### config.mk
export PLATFORM = sky130hd
export DESIGN_NAME = brace_group_tokenizer_core
export DESIGN_NICKNAME = d
export VERILOG_FILES = /design/src/rtl/bgt_pkg.sv /design/src/rtl/brace_group_tokenizer_core.sv /design/src/rtl/bgt_scan.sv
export VERILOG_INCLUDE_DIRS = /design/src /design/src/rtl
export SDC_FILE = /design/constraint.sdc
export NUM_CORES = 1
export LEC_CHECK = 0
export BUFFER_PORTS_ARGS = -buffer_cell sky130_fd_sc_hd__buf_2
export CORE_ASPECT_RATIO = 1.75
export CORE_MARGIN = 2
export CORE_UTILIZATION = 55
export DETAILED_ROUTE_END_ITERATION = 6
export PLACE_DENSITY = 0.69
export SLEW_MARGIN = 20
export SYNTH_ARGS = -nofsm -noshare
export SYNTH_HDL_FRONTEND = slang
export SYNTH_SLANG_ARGS = --single-unit
### constraint.sdc
create_clock -name clk -period 12.4 [get_ports clk]
set_input_delay 0.62 -clock clk [delete_from_list [all_inputs] [get_ports clk]]
set_output_delay 0.62 -clock clk [all_outputs]
set_load 0.005 [all_outputs]
### src/rtl/brace_group_tokenizer_core_macros.svh
// Assertion macros for the brace group tokenizer.
// Used by the top level; needs a clock named clk and a reset named arst_n in scope.
`ifndef BRACE_GROUP_TOKENIZER_CORE_MACROS_SVH
`define BRACE_GROUP_TOKENIZER_CORE_MACROS_SVH

// Check cons in the same cycle as ante.
`define BGT_ASSERT_SAME(label, ante, cons, msg) \
	label: assert property (@(posedge clk) disable iff (!arst_n) (ante) |-> (cons)) \
		else $error(msg);

// Check cons in the cycle after ante.
`define BGT_ASSERT_NEXT(label, ante, cons, msg) \
	label: assert property (@(posedge clk) disable iff (!arst_n) (ante) |=> (cons)) \
		else $error(msg);

`endif

### src/rtl/bgt_pkg.sv
// Shared types and constants for the brace group tokenizer.
// No dependencies; used by bgt_scan and brace_group_tokenizer_core.
package bgt_pkg;

	localparam logic [7:0] CH_OPEN  = 8'h7B;
	localparam logic [7:0] CH_CLOSE = 8'h7D;
	localparam logic [7:0] CH_ESC   = 8'h5C;

	localparam int QAW    = 2;
	localparam int QDEPTH = 1 << QAW;

	typedef enum logic [1:0] {
		MODE_IDLE  = 2'd0,
		MODE_WORD  = 2'd1,
		MODE_GROUP = 2'd2
	} mode_t;

	typedef enum logic [2:0] {
		ST_OK       = 3'd0,
		ST_STRAY    = 3'd1,
		ST_UNTERM   = 3'd2,
		ST_DANGLING = 3'd3,
		ST_OVERFLOW = 3'd4
	} status_t;

	typedef struct packed {
		logic [15:0] offset;
		logic [16:0] length;
		logic        kind;
		status_t     status;
		logic        last;
	} result_t;

	typedef struct packed {
		logic [1:0] n_res;
		result_t    r0;
		result_t    r1;
		logic       idle;
	} scan_out_t;

	function automatic logic is_blank(input logic [7:0] b);
		is_blank = b inside {8'h20, [8'h09:8'h0D]};
	endfunction

endpackage

### src/rtl/brace_group_tokenizer_core.sv
// Top level of the brace group tokenizer: input register, scanner, result queue.
// Depends on bgt_pkg, bgt_scan and brace_group_tokenizer_core_macros.svh.
//
//  channel | signals                                              | moves
//  --------+------------------------------------------------------+---------------------
//  in      | in_valid, in_ready, text_byte, end_of_text           | one text byte
//  out     | out_valid, out_ready, token_offset, token_length,    | one token or status
//          | token_kind, status, last_of_run                      |
//
// Flow: one byte per cycle while the queue has room for two results; a byte is taken
//   into the input register, scanned there, and its results leave through the queue.
// A byte that causes two results presents them at the output one after the other.
// The four-entry result queue sets the throughput: the input register advances only
//   while the queue has room for two results.
// Reset (arst_n low) clears the scanner to between tokens at position zero and empties
//   the queue; no clearing pass is needed.
`include "brace_group_tokenizer_core_macros.svh"

module brace_group_tokenizer_core #(
	parameter int MAX_TEXT_BYTES = 65536,
	parameter int MAX_NESTING    = 255
) (
	input  logic        clk,
	input  logic        arst_n,
	input  logic        in_valid,
	output logic        in_ready,
	input  logic [7:0]  text_byte,
	input  logic        end_of_text,
	output logic        out_valid,
	input  logic        out_ready,
	output logic [15:0] token_offset,
	output logic [16:0] token_length,
	output logic        token_kind,
	output logic [2:0]  status,
	output logic        last_of_run
);

	localparam int QCW = bgt_pkg::QAW + 1;

	// Input register stage.
	logic       valid_s1;
	logic [7:0] byte_s1;
	logic       eot_s1;
	logic       adv;

	// Result queue.
	bgt_pkg::result_t              q_q [bgt_pkg::QDEPTH];
	logic [bgt_pkg::QAW-1:0]       wp_q, rp_q;
	logic [QCW-1:0]                q_cnt_q;
	logic                          pop;
	logic [QCW-1:0]                n_push;

	bgt_pkg::scan_out_t scan;
	bgt_pkg::result_t   head;

	// Advance the stage only when the queue can take a full pair of results.
	assign adv      = valid_s1 && (q_cnt_q <= QCW'(bgt_pkg::QDEPTH - 2));
	assign in_ready = !valid_s1 || adv;

	always_ff @(posedge clk or negedge arst_n) begin
		if (!arst_n) begin
			valid_s1 <= 1'b0;
		end else if (in_ready) begin
			valid_s1 <= in_valid;
		end
	end

	// Payload of the stage: hold while stalled.
	always_ff @(posedge clk) begin
		if (in_ready && in_valid) begin
			byte_s1 <= text_byte;
			eot_s1  <= end_of_text;
		end
	end

	bgt_scan #(
		.MAX_TEXT_BYTES (MAX_TEXT_BYTES),
		.MAX_NESTING    (MAX_NESTING)
	) u_scan (
		.clk         (clk),
		.arst_n      (arst_n),
		.step        (adv),
		.text_byte   (byte_s1),
		.end_of_text (eot_s1),
		.scan        (scan)
	);

	assign n_push = adv ? QCW'(scan.n_res) : '0;
	assign pop    = out_valid && out_ready;

	// Queue control: push zero, one or two results, drop the head on pop.
	always_ff @(posedge clk or negedge arst_n) begin
		if (!arst_n) begin
			wp_q    <= '0;
			rp_q    <= '0;
			q_cnt_q <= '0;
		end else begin
			wp_q    <= wp_q + n_push[bgt_pkg::QAW-1:0];
			rp_q    <= rp_q + bgt_pkg::QAW'(pop);
			q_cnt_q <= q_cnt_q + n_push - QCW'(pop);
		end
	end

	// Queue storage: results in order, first at the write pointer.
	always_ff @(posedge clk) begin
		if (n_push != '0) begin
			q_q[wp_q] <= scan.r0;
		end
		if (n_push == QCW'(2)) begin
			q_q[wp_q + bgt_pkg::QAW'(1)] <= scan.r1;
		end
	end

	assign head         = q_q[rp_q];
	assign out_valid    = (q_cnt_q != '0);
	assign token_offset = head.offset;
	assign token_length = head.length;
	assign token_kind   = head.kind;
	assign status       = head.status;
	assign last_of_run  = head.last;

	// The queue never overflows.
	`BGT_ASSERT_SAME(a_queue_bound, 1'b1, q_cnt_q <= QCW'(bgt_pkg::QDEPTH), "result queue overflow")
	// A scanned byte never pushes past the queue's room.
	`BGT_ASSERT_SAME(a_push_room, adv, (q_cnt_q + QCW'(scan.n_res)) <= QCW'(bgt_pkg::QDEPTH), "push without room")
	// After the last byte of a text the scanner stands between tokens.
	`BGT_ASSERT_NEXT(a_eot_idle, adv && eot_s1, scan.idle, "scanner not idle after end of text")

endmodule

### src/rtl/bgt_scan.sv
// Scanner state and per-byte decode for the brace group tokenizer.
// Depends on bgt_pkg; produces up to two results for each stepped byte.
module bgt_scan #(
	parameter int MAX_TEXT_BYTES = 65536,
	parameter int MAX_NESTING    = 255
) (
	input  logic                clk,
	input  logic                arst_n,
	input  logic                step,
	input  logic [7:0]          text_byte,
	input  logic                end_of_text,
	output bgt_pkg::scan_out_t  scan
);

	localparam int PW = $clog2(MAX_TEXT_BYTES);
	localparam int LW = (PW > 17) ? PW : 17;
	localparam int NW = $clog2(MAX_NESTING + 1);

	bgt_pkg::mode_t mode_q, mode_mid, mode_d;
	logic [NW-1:0]  lvl_q, lvl_mid, lvl_d;
	logic [PW-1:0]  pos_q, pos_d;
	logic [PW-1:0]  begin_q, begin_mid, begin_d;
	logic           esc_q, esc_mid, esc_d;
	logic           prev_esc_q;

	logic is_open, is_close, is_bs, blank;
	logic word_end, start, stray, grp_close, ovf, ev_b, tail;
	logic [LW-1:0] posx, beginx, beginx_mid;
	bgt_pkg::result_t res_word, res_b, res_tail;

	assign is_open  = (text_byte == bgt_pkg::CH_OPEN);
	assign is_close = (text_byte == bgt_pkg::CH_CLOSE);
	assign is_bs    = (text_byte == bgt_pkg::CH_ESC);
	assign blank    = bgt_pkg::is_blank(text_byte);

	assign word_end  = (mode_q == bgt_pkg::MODE_WORD) && !esc_q && (blank || is_open || is_close);
	assign start     = (mode_q == bgt_pkg::MODE_IDLE) || word_end;
	assign stray     = start && is_close;
	assign grp_close = (mode_q == bgt_pkg::MODE_GROUP) && (lvl_q <= NW'(1)) && is_close
		&& !prev_esc_q;
	assign ovf       = (mode_q == bgt_pkg::MODE_GROUP) && !grp_close && is_open
		&& (lvl_q >= NW'(MAX_NESTING));
	assign ev_b      = stray || grp_close || ovf;

	// Next state: first the effect of the byte, then the end-of-text reset.
	always_comb begin
		mode_mid  = mode_q;
		lvl_mid   = lvl_q;
		begin_mid = begin_q;
		esc_mid   = esc_q;
		if (start) begin
			if (is_open) begin
				mode_mid  = bgt_pkg::MODE_GROUP;
				lvl_mid   = NW'(1);
				begin_mid = pos_q;
			end else if (is_close || blank) begin
				mode_mid = bgt_pkg::MODE_IDLE;
			end else begin
				mode_mid  = bgt_pkg::MODE_WORD;
				begin_mid = pos_q;
				esc_mid   = is_bs;
			end
		end else if (mode_q == bgt_pkg::MODE_WORD) begin
			esc_mid = !esc_q && is_bs;
		end else if (grp_close) begin
			mode_mid = bgt_pkg::MODE_IDLE;
			lvl_mid  = '0;
		end else if (is_open && !ovf) begin
			lvl_mid = lvl_q + NW'(1);
		end else if (is_close && !prev_esc_q) begin
			lvl_mid = lvl_q - NW'(1);
		end

		if (pos_q < PW'(MAX_TEXT_BYTES - 1)) begin
			pos_d = pos_q + PW'(1);
		end else begin
			pos_d = pos_q;
		end

		mode_d  = mode_mid;
		lvl_d   = lvl_mid;
		begin_d = begin_mid;
		esc_d   = esc_mid;
		if (end_of_text) begin
			mode_d  = bgt_pkg::MODE_IDLE;
			lvl_d   = '0;
			begin_d = '0;
			esc_d   = 1'b0;
			pos_d   = '0;
		end
	end

	assign tail       = end_of_text && (mode_mid != bgt_pkg::MODE_IDLE);
	assign posx       = LW'(pos_q);
	assign beginx     = LW'(begin_q);
	assign beginx_mid = LW'(begin_mid);

	// Results: word end, then a brace event, then the end-of-text flush.
	always_comb begin
		res_word.offset = beginx[15:0];
		res_word.length = 17'(posx - beginx);
		res_word.kind   = 1'b0;
		res_word.status = bgt_pkg::ST_OK;
		res_word.last   = 1'b0;

		res_b.last = 1'b0;
		if (grp_close) begin
			res_b.offset = beginx[15:0];
			res_b.length = 17'(posx - beginx + LW'(1));
			res_b.kind   = 1'b1;
			res_b.status = bgt_pkg::ST_OK;
		end else if (ovf) begin
			res_b.offset = posx[15:0];
			res_b.length = 17'd1;
			res_b.kind   = 1'b1;
			res_b.status = bgt_pkg::ST_OVERFLOW;
		end else begin
			res_b.offset = posx[15:0];
			res_b.length = 17'd1;
			res_b.kind   = 1'b0;
			res_b.status = bgt_pkg::ST_STRAY;
		end

		res_tail.offset = beginx_mid[15:0];
		res_tail.length = 17'(posx + LW'(1) - beginx_mid);
		res_tail.kind   = (mode_mid == bgt_pkg::MODE_GROUP);
		res_tail.last   = 1'b0;
		if (mode_mid == bgt_pkg::MODE_GROUP) begin
			res_tail.status = bgt_pkg::ST_UNTERM;
		end else if (esc_mid) begin
			res_tail.status = bgt_pkg::ST_DANGLING;
		end else begin
			res_tail.status = bgt_pkg::ST_OK;
		end

		scan.n_res = 2'(word_end) + 2'(ev_b) + 2'(tail);
		if (word_end) begin
			scan.r0 = res_word;
		end else if (ev_b) begin
			scan.r0 = res_b;
		end else begin
			scan.r0 = res_tail;
		end
		if (word_end && ev_b) begin
			scan.r1 = res_b;
		end else begin
			scan.r1 = res_tail;
		end
		scan.r0.last = (scan.n_res == 2'd1);
		scan.r1.last = 1'b1;
		scan.idle    = (mode_q == bgt_pkg::MODE_IDLE);
	end

	always_ff @(posedge clk or negedge arst_n) begin
		if (!arst_n) begin
			mode_q     <= bgt_pkg::MODE_IDLE;
			lvl_q      <= '0;
			pos_q      <= '0;
			begin_q    <= '0;
			esc_q      <= 1'b0;
			prev_esc_q <= 1'b0;
		end else if (step) begin
			mode_q     <= mode_d;
			lvl_q      <= lvl_d;
			pos_q      <= pos_d;
			begin_q    <= begin_d;
			esc_q      <= esc_d;
			prev_esc_q <= is_bs && !end_of_text;
		end
	end

endmodule
# --- Word-level counts from Yosys, hierarchy flattened ---
# Memory sizes are Yosys's and may differ from the RTL's.
# Index checks and enable logic that the tools add are counted.
# Widths: inputs -> output; s select.
totals:
  out_inout_bits: 40
  n_memories: 1
  word_cells: 121
  in_bits: 13
  ff_bits: 61
  mem_bits_rw: 152
mem_list:
  columns: ["name", "words", "word_bits", "read_ports", "rd_clocked_by_memory_dff", "write_ports", "line_no", "rtl"]
  rows:
  - ["q_q", 4, 38, 1, 0, 2, "brace_group_tokenizer_core.sv:47", "bgt_pkg::result_t q_q [bgt_pkg::QDEPTH];"]
classes:
  add_sub_neg: 14
  n_eq_ne: 11
  n_lt_le_gt_ge: 6
  reduce_logical: 41
  mux: 36
op_table:
  columns: ["cell", "n"]
  rows:
  - ["$mux 38", 3]
  - ["$mux 16", 6]
  - ["$mux 8", 7]
  - ["$mux 37", 1]
  - ["$eq 8x7->1 const B", 3]
  - ["$logic_and 1x1->1", 19]
  - ["$add 16x1->17 const B", 1]
  - ["$add 17x1->17 const B", 1]
  - ["$sub 16x16->17", 1]
  - ["$sub 17x16->17", 1]
  - ["$add 16x1->16 const B", 1]
  - ["$lt 16x16->1 const B", 1]
  - ["$mux 2", 7]
  - ["$mux 1", 10]
  - ["$add 8x1->8 const B", 1]
  - ["$eq 8x6->1 const B", 1]
  - ["$ge 8x4->1 const B", 1]
  - ["$ge 8x8->1 const B", 1]
  - ["$le 8x1->1 const B", 1]
  - ["$le 8x4->1 const B", 1]
  - ["$sub 8x1->8 const B", 1]
  - ["$logic_or 1x1->1", 7]
  - ["$eq 2x2->1 const B", 3]
  - ["$logic_not 1->1", 6]
  - ["17 further kinds", 23]

# --- Longest topological paths before layout ---
# Gate-level depths: netlist (run 1).
logic_depth:
  word_depth: 16
  depth_mapped: 24
  mapped_depth_nobuf: 21

# --- Modules after synthesis ---
# Synthesis (run 1) repeated with hierarchy kept, for this count alone.
hier_totals:
  cells_unflattened: 1125
  hier_area_um2: 13852.0
by_module_without_submodules:
  columns: ["mod", "cells_per_inst", "area_per_inst_um2", "seq_area_each_um2", "instances"]
  rows:
  - ["brace_group_tokenizer_core", 431, 8433.1, 5034.8, 1]
  - ["bgt_scan", 694, 5418.9, 1101.1, 1]

# --- Least setup slack after synthesis (run 1) ---
# No wires, ideal clock.
synth_timing:
  kind: "register -> register"
  from: "register byte_s1[4]"
  to: "memory q_q[1][20] (netlist name) (data pin)"
  setup_ps: 268
  slack_ps: 7156
  path_stages_with_launch: 24
  period_less_slack_ps: 5244
  t_arrival_ps: 4975
  cell_sequence: "edfxtp_1 or3_4 or4_4 o31ai_2 nor2_1 and2_1 clkbuf_1 clkbuf_1 nand2_1 o21ai_0 ha_1 inv_1 ha_1 fa_1 a21oi_1 o21bai_1 nor4_1 nor3_1 or3_1 a21o_1 a21oi_1 xnor2_1 a221oi_2 o22ai_1"
synth_lines:
  columns: ["item", "line_no", "rtl"]
  rows:
  - ["start, declared", "brace_group_tokenizer_core.sv:42", "logic [7:0] byte_s1;"]
  - ["start signal, assigned", "brace_group_tokenizer_core.sv:71", "byte_s1 <= text_byte;"]
  - ["end, declared", "brace_group_tokenizer_core.sv:47", null]

==> results.json, run 1 <==
{
  "status": "completed",
  "synth_top_family_by_area": "compound AO/OA/AOI/OAI gates",
  "grt.met1_usage": 0.3269,
  "clk_latency_ns": 0.52,
  "ant_nets": 0,
  "ys_ff_latch": 213,
  "ctsHoldBuffers": 0,
  "clock-sinks": 213,
  "crit_path_top_delay_cell": "and2_1",
  "synth_xor_area_frac": 0.04067,
  "synth_seq_area_share": 0.4717,
  "start_util": 0.5560,
  "crit_type": "register to register",
  "setup_viol": 0,
  "power.leakage_nw": 5.307,
  "reg2reg_from": "byte_s1[7]",
  "grt_pass1_vias": 9631,
  "dieHeight_um": 206.8,
  "cellPowerDensity_nw_per_um2": 245.5,
  "drc": 0,
  "synth.area.mux_share": 0.06933,
  "synth_fa_ha_area_frac": 0.05074,
  "syn_area_sq_um": 12920,
  "synth_compound_gate_area_share": 0.1989,
  "synth-async-reset-ratio": 0.2441,
  "ys.flop_type": "edfxtp_1",
  "synthCells": 1163,
  "p_switching_mw": 1.471,
  "cts_setup_buffers": 0,
  "maxSlewHeadroom": 0.3765,
  "most-common-layout-cells": "157 x edfxtp_1, 89 x o22ai_1, 84 x nand2_1, 74 x nor2_1, 68 x a22o_1",
  "num_antenna_cells": 0,
  "swShare": 0.4274,
  "ctsLongestPathBuffers": 3,
  "gp_congestion": 0.9430,
  "cpPeakStageDelay_ns": 0.54,
  "finalCritPeriodShare": 0.4647,
  "core_sq_um": 23240,
  "crit_fanout": 14,
  "endpoint_kind": "register",
  "grt_busiest_layer": "met2",
  "cts_root_buf": "clkbuf_16",
  "clkTransAtPathRegs_ns": 0.07,
  "cts_resized": 0,
  "hold_class": "primary input to asynchronous set/reset pin",
  "yosysUniqueCellTypes": 86,
  "grtUsageTotal": 0.2808,
  "syn2layout_area_growth_pct": 8.511,
  "layout_commonest_cell": "edfxtp_1",
  "antenna_found_initial": 0,
  "crit_required_ns": 12.65,
  "avgRoutedWirePerCell_um": 22.95,
  "worstPathCellList": "nand3b_1, or3_1, o31a_1, o22ai_1, and2_1, o21ai_0, ha_1, inv_1, ha_1, fa_1, a21oi_1, o21bai_1, nor4_1, nor3_1, or3_1, a21o_1, a21oi_1, xnor2_1, a221oi_2, o22ai_1",
  "worstRegToRegCells": 20,
  "rsz0062_at_grt": "no",
  "pre_cts_ws_ns": 6.715,
  "rrSetupSlack_ns": 6.64,
  "pin_count": 53,
  "startpoint_type": "register",
  "fin_ws_ns": 6.638,
  "io_buffers": 52,
  "postRouteWirelength_um": 34180,
  "grt_max_degree": 53,
  "nFillCells": 1918,
  "final-hold-violation-count": 0,
  "synth_edf_count": 157,
  "cap_viol_max_count": 0,
  "setup-tns-final_ns": 0,
  "tightestPinTransition_ns": 0.9117,
  "drt-pass1-iter-count": 5,
  "max_freq_mhz": 173.6,
  "cts_tree": "yes",
  "hpwl_um": 23970,
  "num_rows": 74,
  "routed-via-count": 9833,
  "post_synth.cell_area_avg_sq_um": 11.11,
  "htreeDepth": 1,
  "power_frac_seq": 0.290,
  "vdd_ir_drop_max_uv": 111.8,
  "drtIter0Drc": 909,
  "reg2reg_to": "q_q[1][20]",
  "final_nets": 1234,
  "drive_above_1_share": 0.1536,
  "post_drt_via_cell_ratio": 6.604,
  "finClkSkew_ns": 0.01198,
  "synth_nets": 1226,
  "synth-simple-area-share": 0.1241,
  "grtUsageMet3": 0.01951,
  "p_clk_frac": 0.191,
  "critPathArrivalTime_ns": 6.01,
  "drv_slew": 0,
  "grt_use_met2": 0.5080,
  "cellInternalPower_mw": 1.971,
  "p_comb_frac": 0.519,
  "die_w_um": 119.9,
  "overflow": 0,
  "cts_buffers": 20,
  "fin_crit_ns": 5.762,
  "die-area_sq_um": 24790,
  "grt_pass1_wl_um": 53480,
  "yosysWarnings": 0
}
==> worst max-delay path by stage <==
stage | start | depth (start not counted) | slack (ns) | end
after floorplan | byte_s1[4] | 23 | 7.16 | q_q[1][20]
after global placement | byte_s1[7] | 20 | 6.81 | q_q[1][20]
after detailed placement | byte_s1[7] | 20 | 6.71 | q_q[1][20]
after CTS | byte_s1[7] | 20 | 6.68 | q_q[1][20]
after global routing | byte_s1[7] | 20 | 6.23 | q_q[1][20]
final | byte_s1[7] | 20 | 6.64 | q_q[1][20]
==> critical path: cells and delay by family (launching register included) <==
family | cells | cell delay, ns
compound gates | 9 | 2.01
simple gates | 6 | 2.00
fa+ha+maj | 3 | 0.96
flops | 1 | 0.38
xor+xnor | 1 | 0.12
buf+inv | 1 | 0.04
==> sequential cells by signal (all words and copies together), names as in the netlist <==
register	flops
u_scan.esc_q	1
u_scan.mode_q	2
u_scan.prev_esc_q	1
u_scan.pos_q	16
valid_s1	1
rp_q	2
u_scan.begin_q	16
u_scan.lvl_q	8
q_q	152
wp_q	2
eot_s1	1
q_cnt_q	3
byte_s1	8
==> area by class of cell <==
class / count / area [sq um] / area share
multi-input combinational: 817 / 6257 / 0.4462
tap: 304 / 380.4 / 0.02713
sequential: 213 / 6097 / 0.4348
inverter: 47 / 181.4 / 0.01294
clock buffer: 27 / 568.0 / 0.04051
timing repair buffer: 72 / 410.4 / 0.02927
clock inverter: 9 / 127.6 / 0.009101
==> metrics by stage <==
| step | utilization | hold slack [ns] | std cells | power (mW) | instance area [sq um] |
|---|---|---|---|---|---|
| 6_report | 0.6034 | 0.2322 | 1489 | 3.442 | 14020 |
| 5_1_grt | 0.6034 | 0.2734 | 1489 | 3.642 | 14020 |
| 4_1_cts | 0.6034 | 0.2549 | 1489 | 3.427 | 14020 |
| 3_5_place_dp | 0.5734 | 0.4492 | 1453 | 2.771 | 13330 |
| 3_3_place_gp | 0.5734 | 0.4421 | 1453 | 2.734 | 13330 |
| 2_1_floorplan | - | 0.3244 | 1163 | 2.301 | 12920 |
==> cells by family (layout without fill, tap and decap cells) <==
logic type	after synthesis	count (layout)
flops	213	213
buf+inv	133	155
fa+ha+maj	50	50
xor+xnor	60	60
mux	42	42
simple gates	312	312
compound gates	353	353
==> routing by layer <==
metal	routed length, um	part of all wire
met1	12770	0.37
met2	18010	0.53
met3	1532	0.045
met4	1861	0.054
met5	0	0
==> cell usage after synthesis, types with 8 or more instances <==
| library cell | count | share of area |
|---|---|---|
| nor4_1 | 12 | 0.0058 |
| nor3_1 | 13 | 0.0050 |
| nor2b_1 | 10 | 0.0048 |
| a31oi_1 | 8 | 0.0039 |
| nor2_1 | 74 | 0.021 |
| edfxtp_1 | 157 | 0.36 |
| nand4_1 | 11 | 0.0053 |
| nand3_1 | 26 | 0.010 |
| o31ai_1 | 8 | 0.0046 |
| dfrtp_1 | 52 | 0.10 |
| o22ai_1 | 89 | 0.043 |
| clkbuf_1 | 70 | 0.020 |
| xnor2_1 | 22 | 0.015 |
| mux4_2 | 38 | 0.066 |
| a21o_1 | 10 | 0.0058 |
| inv_1 | 45 | 0.013 |
| buf_6 | 9 | 0.0078 |
| a22o_1 | 68 | 0.046 |
| xor2_1 | 38 | 0.026 |
| a21oi_1 | 46 | 0.018 |
| ha_1 | 46 | 0.045 |
| and2_1 | 8 | 0.0039 |
| nand2b_1 | 14 | 0.0068 |
| a22oi_1 | 17 | 0.0099 |
| o21ai_0 | 40 | 0.015 |
| nand2_1 | 84 | 0.024 |
| and3_1 | 19 | 0.0092 |
| or3_1 | 10 | 0.0048 |
==> power groups by stage <==
stage                     Clock (mW)  Sequential, mW  Combinational (mW)
after global placement             0            1.00                1.73
after CTS                      0.662           0.994                1.77
final                          0.657           0.998                1.79
after floorplan                    0           0.933                1.37
after global routing           0.685            1.01                1.95
after detailed placement           0            1.01                1.76
No activity file was read; power rests on OpenSTA's default activity.
==> run 2, diff against run 1 <==
- ABC_AREA: unset -> 1
- PLACE_DENSITY: 0.69 -> 0.72
- clock period: 12.4 -> 4.97 ns (I/O delays scaled with it)
==> run 2 against run 1 <==
Compared with the run above: wire length rose by 31%; register-to-register slack got worse by 6.3 ns; critical path type unchanged; critical path depth rose by 5; non-clock buffer count rose by 20.
==> results.json, run 2 <==
{
  "synth_seq_area_share": 0.4189,
  "synth_top_area_frac": 0.3240,
  "worstRegToRegCells": 25,
  "synthCells": 1997,
  "startpoint_type": "register",
  "die-area_sq_um": 27830,
  "syn_area_sq_um": 14550,
  "htreeDepth": 1,
  "cp_top_family": "simple AND/OR/NAND/NOR gates",
  "cpPeakStageDelay_ns": 0.84,
  "overflow": 0,
  "synth-async-reset-ratio": 0.2441,
  "cp.depth": 25,
  "ys_ff_latch": 213,
  "fin_crit_ns": 4.584,
  "status": "completed",
  "power_mw": 9.414,
  "grt_pass1_vias": 13531,
  "final_nets": 2099,
  "gp_congestion": 1.030,
  "tightestPinTransition_ns": 1.088,
  "ctsLongestPathBuffers": 3,
  "clock-sinks": 213,
  "routed-via-count": 14026,
  "fin_ws_ns": 0.3855,
  "syn2layout_area_growth_pct": 9.639,
  "setup-tns-final_ns": 0,
  "crit_path_frequent_cell": "nand2_1",
  "nFillCells": 2360,
  "post_dp_cell_area_sq_um": 15040,
  "io_buffers": 52,
  "drive_above_1_share": 0.08772,
  "yosysMostFrequentCell": "nand2_1",
  "clk_latency_ns": 0.55,
  "hpwl_um": 31960,
  "dieHeight_um": 219.2,
  "vdd_ir_drop_max_uv": 394.2,
  "most-common-layout-cells": "698 x nand2_1, 202 x nor2_1, 186 x inv_1, 157 x edfxtp_1, 152 x o21ai_0",
  "pin_count": 53,
  "synth_edf_count": 157,
  "cellPowerDensity_nw_per_um2": 590.1,
  "grt_pass1_wl_um": 71100,
  "crit_required_ns": 5.23,
  "hold-path-cell-count": 3,
  "grtUsageTotal": 0.3233,
  "finalCritPeriodShare": 0.9224,
  "crit_type": "register to register",
  "endpoint_kind": "register",
  "grt.met1_usage": 0.3745,
  "dp_cells": 2321,
  "ant_nets": 0,
  "final_area_sq_um": 15950,
  "clkTransAtPathRegs_ns": 0.07,
  "drt-pass1-iter-count": 7,
  "grt_busiest_layer": "met2",
  "rsz0062_at_grt": "no",
  "crit_fanout": 30,
  "max_freq_mhz": 218.1,
  "ys.flop_type": "edfxtp_1",
  "drc": 0,
  "drv_slew": 0,
  "layout_commonest_cell": "nand2_1",
  "post_drt_via_cell_ratio": 5.913,
  "final-hold-violation-count": 0,
  "ys_top_cells_by_count": "698 x nand2_1, 203 x nor2_1, 188 x inv_1",
  "postRouteWirelength_um": 44930,
  "setup_viol": 0,
  "num_rows": 78,
  "critPathArrivalTime_ns": 4.84,
  "start_util": 0.5605,
  "pre_cts_ws_ns": 0.5666,
  "finClkSkew_ns": 0.03797,
  "grtUsageMet3": 0.03413,
  "synth_nets": 2060,
  "yosysWarnings": 0,
  "maxSlewHeadroom": 0.2700,
  "largest_reg_flops": 152,
  "drtIter0Drc": 1131,
  "post_synth.cell_area_avg_sq_um": 7.287,
  "cts_setup_buffers": 0,
  "cts_buffers": 22,
  "yosys-top-cells-area": "edfxtp_1 32%, nand2_1 18%, dfrtp_1 8.9%",
  "antenna_found_initial": 0,
  "yosysUniqueCellTypes": 56,
  "cp_num_buf_inv": 7,
  "largest_register": "q_q",
  "hold_class": "primary input to register",
  "crit_path_top_delay_cell": "clkinv_1",
  "power.leakage_nw": 7.416,
  "cap_viol_max_count": 0,
  "hold_ws_ns": 0.2380,
  "num_antenna_cells": 0,
  "core_sq_um": 25960,
  "synth_top_area_cell": "edfxtp_1",
  "grt_use_met2": 0.5901,
  "avgRoutedWirePerCell_um": 18.94,
  "grt_max_degree": 79,
  "fin_util": 0.6146,
  "cts_tree": "yes",
  "reg_top3": "q_q: 152 flops, u_scan.begin_q: 16 flops, u_scan.pos_q: 16 flops",
  "die_w_um": 127.0,
  "cts_root_buf": "clkbuf_16",
  "instances_no_fill": 2372
}
==> run 2: cell families after synthesis <==
group	after synthesis	synth area share
AOI/OAI and AO/OA	343	0.1346
xor gates and xnor gates	23	0.01384
adders and majority gates	50	0.04506
buffers and inverters	282	0.08031
DFF	213	0.4189
muxes	3	0.002064
and+or+nand+nor	1083	0.3052
==> run 2: cell type report <==
cell class                 instances  area [sq um]  area share
inverter                         205         777.0     0.04870
tap                              320         400.4     0.02510
clock buffer                      27         569.3     0.03568
timing repair buffer              92         588.1     0.03686
multi-input combinational       1502          7289      0.4569
clock inverter                    13         232.7     0.01459
sequential                       213          6097      0.3822
==> run 2: path summary, 6_finish.rpt <==
check / from / to / slack [ns]
setup / recovery: byte_s1[0] / q_q[2][17] / 0.39
hold / removal: out_ready / rp_q[0] / 0.24
setup reg to reg: byte_s1[0] / q_q[2][17] / 0.39
hold reg to reg: q_q[0][0] / q_q[0][0] / 0.50
max in group asynchronous: arst_n / rp_q[0] / 4.05
min in group asynchronous: arst_n / u_scan.pos_q[9] / 0.39
==> run 2: worst min-delay path: stages <==
cell and delay, ns:
buf_2 0.07, a21boi_0 0.26, ha_1 0.16
==> run 2: timing repair <==
action	in CTS	in global routing
gates resized for setup	0	0
hold buffers	11	0
endpoints found under the setup margin	0	0
endpoints found under the hold margin	62	0
==> run 2: power breakdown <==
part           total, mW  leakage (nW)  internal, mW  switching [mW]
sequential          2.40          2.19          2.24           0.155
clock               1.87         0.391          1.14           0.739
combinational       5.14          4.83          1.48            3.66
total               9.41          7.42          4.86            4.55
==> run 2: metal layers <==
layer / part of all wire / vias to the layer above / routed length, um
met5: 0 / - / 0
met4: 0.044 / 0 / 1959
met3: 0.066 / 137 / 2955
met2: 0.52 / 601 / 23430
met1: 0.37 / 6603 / 16580
li1: - / 6685 / -
==> run 3, diff against run 2 <==
- REMOVE_ABC_BUFFERS: unset -> 1
==> run 3 against run 2 <==
Compared with the run above: critical path depth increased by 2; via count decreased by 1.3%; combinational power increased by 3%; utilization decreased by 0.39 points.
==> results.json, run 3 (synthesis results as in run 2) <==
{
  "clkTransAtPathRegs_ns": 0.06,
  "cellPowerDensity_nw_per_um2": 586.2,
  "pin_count": 53,
  "p_switching_mw": 4.670,
  "drt-pass1-iter-count": 6,
  "power_mw": 9.292,
  "nFillCells": 2349,
  "largest_reg_flops": 152,
  "crit_path_top_delay_cell": "fa_1",
  "crit_fanout": 27,
  "final_nets": 2097,
  "rsz0062_at_grt": "no",
  "core_sq_um": 25960,
  "critPathArrivalTime_ns": 5.02,
  "rrSetupSlack_ns": 0.34,
  "cpPeakStageDelay_ns": 0.56,
  "p_comb_frac": 0.567,
  "overflow": 0,
  "vdd_ir_drop_max_uv": 437.7,
  "cellInternalPower_mw": 4.622,
  "hold_ws_ns": 0.2864,
  "dieHeight_um": 219.2,
  "fin_crit_ns": 4.627,
  "crit_required_ns": 5.36,
  "reg_top3": "q_q: 152 flops, u_scan.begin_q: 16 flops, u_scan.pos_q: 16 flops",
  "power.leakage_nw": 7.350,
  "crit_path_frequent_cell": "nand2_1",
  "cts_root_buf": "clkbuf_16",
  "largest_register": "q_q",
  "ctsLongestPathBuffers": 3,
  "endpoint_kind": "register",
  "reg2reg_from": "byte_s1[3]",
  "grt_max_degree": 78,
  "swShare": 0.5026,
  "htreeDepth": 1,
  "drive_above_1_share": 0.08780,
  "final-hold-violation-count": 0,
  "drtIter0Drc": 1195,
  "maxSlewHeadroom": 0.3016,
  "final_area_sq_um": 15850,
  "grt_pass1_wl_um": 73340,
  "cts_tree": "yes",
  "clk_latency_ns": 0.54,
  "hold_class": "primary input to register",
  "cap_viol_max_count": 0,
  "setup_viol": 0,
  "ant_nets": 0,
  "syn2layout_area_growth_pct": 8.942,
  "layout_commonest_cell": "nand2_1",
  "status": "completed",
  "drv_slew": 0,
  "cts_setup_buffers": 0,
  "postRouteWirelength_um": 48760,
  "cp_top_family": "simple AND/OR/NAND/NOR gates",
  "num_antenna_cells": 0,
  "clock-sinks": 213,
  "routed-via-count": 13843,
  "crit_start": "byte_s1[3]",
  "hold_start": "out_ready",
  "hpwl_um": 35620,
  "post_dp_cell_area_sq_um": 15050,
  "setup-tns-final_ns": 0,
  "startpoint_type": "register",
  "post_drt_via_cell_ratio": 5.841,
  "grt_pass1_vias": 13344,
  "crit_type": "register to register",
  "grtUsageTotal": 0.3456,
  "die_w_um": 127.0,
  "num_rows": 78,
  "tightestPinTransition_ns": 1.041,
  "drc": 0,
  "max_freq_mhz": 216.1,
  "finalCritPeriodShare": 0.9309,
  "most-common-layout-cells": "695 x nand2_1, 202 x nor2_1, 186 x inv_1, 157 x edfxtp_1, 152 x o21ai_0",
  "start_util": 0.5605,
  "p_clk_frac": 0.174,
  "die-area_sq_um": 27830,
  "antenna_found_initial": 0,
  "avgRoutedWirePerCell_um": 20.57,
  "cp_num_buf_inv": 9,
  "gp_congestion": 1.003,
  "power_frac_seq": 0.259,
  "io_buffers": 52,
  "finClkSkew_ns": 0.01660,
  "cts_buffers": 22
}
[run 3: cell count changes in the layout (fill, tap and decap cells not counted), sizes merged]
cell,delta
buf,-2
bufinv,-6
clkinvlp,+2
inv,+2
clkbuf,+3
clkinv,-1
[run 3: final timing paths]
| check | to | depth (start not counted) |
|---|---|---|
| worst min register to register | q_q[1][0] | 2 |
| worst max-delay path | q_q[2][17] | 27 |
| worst max register to register | q_q[2][17] | 27 |
| worst min-delay path | rp_q[0] | 3 |
| min in group asynchronous | u_scan.pos_q[10] | 3 |
| max in group asynchronous | rp_q[0] | 3 |
[run 3: area by class of cell]
cell class / instances / area, sq um / area share
multi-input combinational: 1502 / 7303 / 0.4607
timing repair buffer: 90 / 585.6 / 0.03694
sequential: 213 / 6097 / 0.3846
clock buffer: 30 / 621.8 / 0.03923
tap: 320 / 400.4 / 0.02526
clock inverter: 10 / 67.56 / 0.004262
inverter: 205 / 777.0 / 0.04901
[run 3: what timing repair did]
item                                   in CTS  in global routing
resized for setup                           0                  0
endpoints found under the hold margin      62                  0
hold buffers                               11                  0
[run 3: power by group through the flow]
stage                     clock (mW)  combinational (mW)  sequential [mW]
after CTS                       1.62                5.19             2.40
final                           1.61                5.27             2.41
after detailed placement           0                5.16             2.44
after global placement             0                5.09             2.43
after global routing            1.68                5.73             2.43
after floorplan                    0                3.27             2.47
[run 3: tightest hold or removal path: stages]
cell and delay (ns):
buf_2 0.09, a21boi_0 0.16, ha_1 0.28
[run 3: per-stage QoR]
step           worst slack [ns]    util  std cells
3_3_place_gp             0.4791  0.5796       2319
3_5_place_dp             0.4352  0.5799       2319
2_1_floorplan           -0.4958       -       1920
5_1_grt                 0.06719  0.6107       2370
6_report                 0.3434  0.6107       2370
4_1_cts                  0.4341  0.6107       2370
[run 3: layer usage]
layer / track usage / share of wire / routed length [um] / vias up
li1: - / - / - / 6665
met1: 0.3819 / 0.36 / 17320 / 6378
met2: 0.6228 / 0.50 / 24610 / 635
met3: 0.03023 / 0.061 / 2964 / 165
met4: 0.2385 / 0.079 / 3863 / 0
met5: 0 / 0 / 0 / -
